$ cat src/hdl/sss_ram.sv
module sss_ram #(
  parameter int WIDTH = 8,
  parameter int DEPTH = 256
) (
  input  logic                     clk,
  input  logic                     wr_en,
  input  logic [$clog2(DEPTH)-1:0] wr_addr,
  input  logic [WIDTH-1:0]         wr_data,
  input  logic                     rd_en,
  input  logic [$clog2(DEPTH)-1:0] rd_addr,
  output logic [WIDTH-1:0]         rd_data
);

  logic [WIDTH-1:0] mem [DEPTH];

  always_ff @(posedge clk) begin
    if (wr_en) begin
      mem[wr_addr] <= wr_data;
    end
    if (rd_en) begin
      rd_data <= mem[rd_addr];
    end
  end

endmodule

$ cat config.mk
export PLATFORM = sky130hd
export DESIGN_NAME = sss_ram
export DESIGN_NICKNAME = d
export VERILOG_FILES = /design/src/hdl/sss_ram.sv
export SDC_FILE = /design/constraint.sdc
export NUM_CORES = 2
export LEC_CHECK = 0
export BUFFER_PORTS_ARGS = -buffer_cell sky130_fd_sc_hd__buf_2
export CAP_MARGIN = 20
export CORE_ASPECT_RATIO = 1.4
export CORE_UTILIZATION = 40
export CTS_BUF_LIST = sky130_fd_sc_hd__clkbuf_16
export CTS_CLUSTER_SIZE = 20
export DETAILED_ROUTE_END_ITERATION = 8
export PLACE_DENSITY_LB_ADDON = 0.05
export SYNTH_ARGS = -nofsm -noshare
export SYNTH_HDL_FRONTEND = slang
export SYNTH_SLANG_ARGS = --single-unit
$ cat constraint.sdc
create_clock -name clk -period 7.35 [get_ports clk]
set_input_delay 1.47 -clock clk [delete_from_list [all_inputs] [get_ports clk]]
set_output_delay 1.47 -clock clk [all_outputs]
set_load 0.02 [all_outputs]
==> flow_summary_export.csv <==
group,metric,value,unit
floorplanning,floorplan.core_area,0.198,mm2
logic_synthesis,yosys.cell_types.count,54,
detailed_routing,post_route_drc,0,
detailed_routing,drt_first_pass_iters,6,
grt,grt_pass1_wl,317000,um
outcome,run_status,"complete, no violations",
grt,grt_max_degree,180,
logic_synthesis,async_flop_share,0,%
placement,placement.io_buffers,34,
final_layout,final_core_util,45.3,%
logic_synthesis,synth_area_leader_cell,"edfxtp_1",
logic_synthesis,syn_nets,3760,
placement,placed_cell_area,0.0829,mm2
timing,setup_ws,2.68,ns
final_layout,nets,3881,
critical_path,critical_path.top_delay_family,"compound AO/OA/AOI/OAI gates",
floorplanning,die-height,530,um
clock_network,tritoncts,"yes",
hold_path,min_delay_path_depth,1,
critical_path,critical_path_arrival,5.24,ns
detailed_routing,detail_route.iter0.violations,3501,
logic_synthesis,synth-edff-count,2056,
logic_synthesis,syn-instance-count,3733,
critical_path,crit_path_cell_trace,"buf_8 > buf_12 > buf_12 > mux4_2 > a22o_1 > a221oi_1 > o221ai_1 > a211oi_1 > nor4_1",
power,static-leakage-power,27.5,nW
clock_network,clockRootBuffer,"clkbuf_16",
clock_network,tritoncts_num_sinks,2056,
critical_path,critical-path-slowest-cell,"a211oi_1",
logic_synthesis,yosys-top-cells-count,"edfxtp_1, mux4_2, nor2_1",
clock_network,cts-hold-fix-buffers,0,
timing,finClkSkew,0.0407,ns
clock_network,clk_pin_slew,0.06,ns
timing,tns,0,ns
critical_path,kind_of_capture_point_of_the_worst_setup_path,"register",
grt,grt_antenna_before_repair,11,
hold_path,hold_path_startpoint,"wr_data[7]",
logic_synthesis,synth_flop_cell,"edfxtp_1",
job,drv.max_cap_violation_count,0,
critical_path,setup.worst_path.start_class,"input pin",
final_layout,filler_cell_count,16800,
hold_path,hold_end,"mem[85][7]",
timing,worst-slew-pin-transition,1.18,ns
critical_path,regToRegStartpoint,"mem[82][3]",
critical_path,worst_path_largest_cell_delay,0.63,ns
critical_path,critical_path_class,"input pin to register",
power,worst_ir_drop_vdd,0.000207,V
timing,final-hold-violation-count,0,
clock_network,htree_num_levels,4,
logic_synthesis,flops_latches_synth,2056,
clock_network,post_cts.repair.setup_buffers,0,
timing,fin_hold_ws,1.05,ns
clock_network,postCtsResizedCells,0,
logic_synthesis,mappedNetlistArea,0.0796,mm2
clock_network,max-clock-path-buffers,4,
clock_network,number_of_buffers_added_by_the_clock_tree_synthesis_step,207,
grt,first_global_vias,40200,
floorplanning,num_io_pins,35,
logic_synthesis,share_of_the_synthesized_area_in_the_top_cell_type,77.5,%
placement,globalplace.congestion,0.809,
floorplanning,num_rows,193,
floorplanning,dieArea,0.201,mm2
detailed_routing,route.final.wire_length,225000,um
critical_path,critical_path.reg2reg.endpoint,"rd_data[3]",
logic_synthesis,synthesis.yosys.warnings,0,
grt,grt_util_all_layers,22.6,%
timing,timing.final.setup_violations,0,
detailed_routing,detail_route.wl_per_cell,33.8,um
timing,final-max-slew-violation-count,0,
logic_synthesis,ys_seq_area_share,77.5,%
floorplanning,initial_core_util,40.3,%
critical_path,worst_ep_required_time,7.92,ns
timing,slew-limit-headroom,21.2,%
detailed_routing,vias,38200,
final_layout,area_occupied_by_multi_input_gates,0.0165,mm2
floorplanning,fp.dieW,379,um
final_layout,drive_above_1_share,22.7,%
logic_synthesis,ys_top_cells_by_area,"edfxtp_1, mux4_2, mux2i_1",
detailed_routing,post_drt_via_cell_ratio,5.75,
final_layout,synthToLayoutAreaGrowth,12.4,%
placement,post-place-ws,1.81,ns
placement,hpwlAfterDp,140000,um
logic_synthesis,yosysMostFrequentCell,"edfxtp_1",
grt,grt-ovfl-total,0,
power,powerDensity,274,mW/mm2
logic_synthesis,synth.avg_cell_area,21.3,um2
hold_path,worst_hold_path_type,"input pin to register",
final_layout,finalInstanceArea,0.0895,mm2
critical_path,crit_buf_inv,3,
timing,final_min_period_over_clock_period,63.5,%
clock_network,clk-insertion-delay-late,0.84,ns
critical_path,crit_top_cell,"buf_12",
timing,timing.fmax,214,MHz
critical_path,crit_path_max_fanout,55,
final_layout,seq_area,0.0617,mm2
timing,post-route-min-period,4.67,ns
critical_path,rr_worst_depth,6,
timing,grt_setup_unrepaired,"no",
detailed_routing,post_drt_antenna_nets,0,
critical_path,reg2reg_slack,4.52,ns
==> cell type report <==
class	instances	area share (%)
Clock buffer	211	5.90
Antenna cell	7	0.0196
Multi-Input combinational cell	1442	18.5
Clock inverter	156	1.44
Sequential cell	2056	69.0
Inverter	2	0.00838
Tap cell	2632	3.68
Timing Repair Buffer	145	1.54
==> layout by cell type, fill, tap and decap left out, drive strengths merged, types with 5 or more instances in the layout <==
| cell type | instances |
|---|---|
| nand2 | 33 |
| o221ai | 47 |
| a22oi | 133 |
| clkinvlp | 8 |
| nor3 | 22 |
| nand2b | 8 |
| a2111oi | 5 |
| a211oi | 16 |
| clkinv | 87 |
| o22a | 5 |
| o22ai | 28 |
| nor2b | 31 |
| edfxtp | 2056 |
| buf | 143 |
| o32ai | 5 |
| a221oi | 14 |
| nor2 | 282 |
| inv | 40 |
| a22o | 8 |
| diode | 7 |
| o21ai | 12 |
| and2 | 6 |
| nand3 | 34 |
| nor4 | 27 |
| clkbuf | 213 |
| nand4 | 10 |
| a21oi | 96 |
| mux2i | 134 |
| o211ai | 10 |
| mux4 | 456 |
| bufinv | 23 |
==> per-layer routing <==
layer	global-route usage, %	routed length (um)
met4	6.06	5890
met2	39.5	118000
met3	3.23	10900
met1	29.3	90100
met5	0	65
==> through the flow <==
stage               instances  power [mW]
floorplan                3733        13.8
global placement         6261        14.4
detailed placement       6273        14.4
CTS                      6640        24.8
global route             6645        25.2
finish                   6651        24.6
==> flip-flops by register name, summed over array words and instances, names as in the netlist <==
register / flops
mem: 2048
rd_data: 8
==> how the worst max path moves through the flow <==
| stage | depth (start not counted) | slack [ns] | endpoint | start |
|---|---|---|---|---|
| floorplan | 9 | 3.80 | rd_data[2] | rd_addr[0] |
| global placement | 7 | 1.42 | rd_data[7] | rd_addr[0] |
| detailed placement | 9 | 1.81 | rd_data[3] | rd_addr[0] |
| CTS | 9 | 2.71 | rd_data[3] | rd_addr[0] |
| global route | 9 | 2.47 | rd_data[3] | rd_addr[0] |
| finish | 9 | 2.68 | rd_data[3] | rd_addr[0] |
==> power breakdown <==
| part | internal, mW | total, mW | switching [mW] | leakage, nW |
|---|---|---|---|---|
| registers | 12.9 | 12.9 | 0.0141 | 18.5 |
| clock network | 5.98 | 10.4 | 4.43 | 3.36 |
| logic | 0.391 | 1.22 | 0.828 | 5.61 |
| total | 19.3 | 24.6 | 5.27 | 27.5 |
==> kinds of logic (layout without fill, tap and decap cells) <==
family | Yosys count | count (layout) | share of synthesized area (%)
compound gates | 385 | 385 | 3.42
buf+inv | 235 | 514 | 1.83
flops | 2056 | 2056 | 77.5
other cells | 0 | 7 | 0
mux | 591 | 591 | 14.6
simple gates | 466 | 466 | 2.63
No activity file was read; power rests on OpenSTA's default activity.
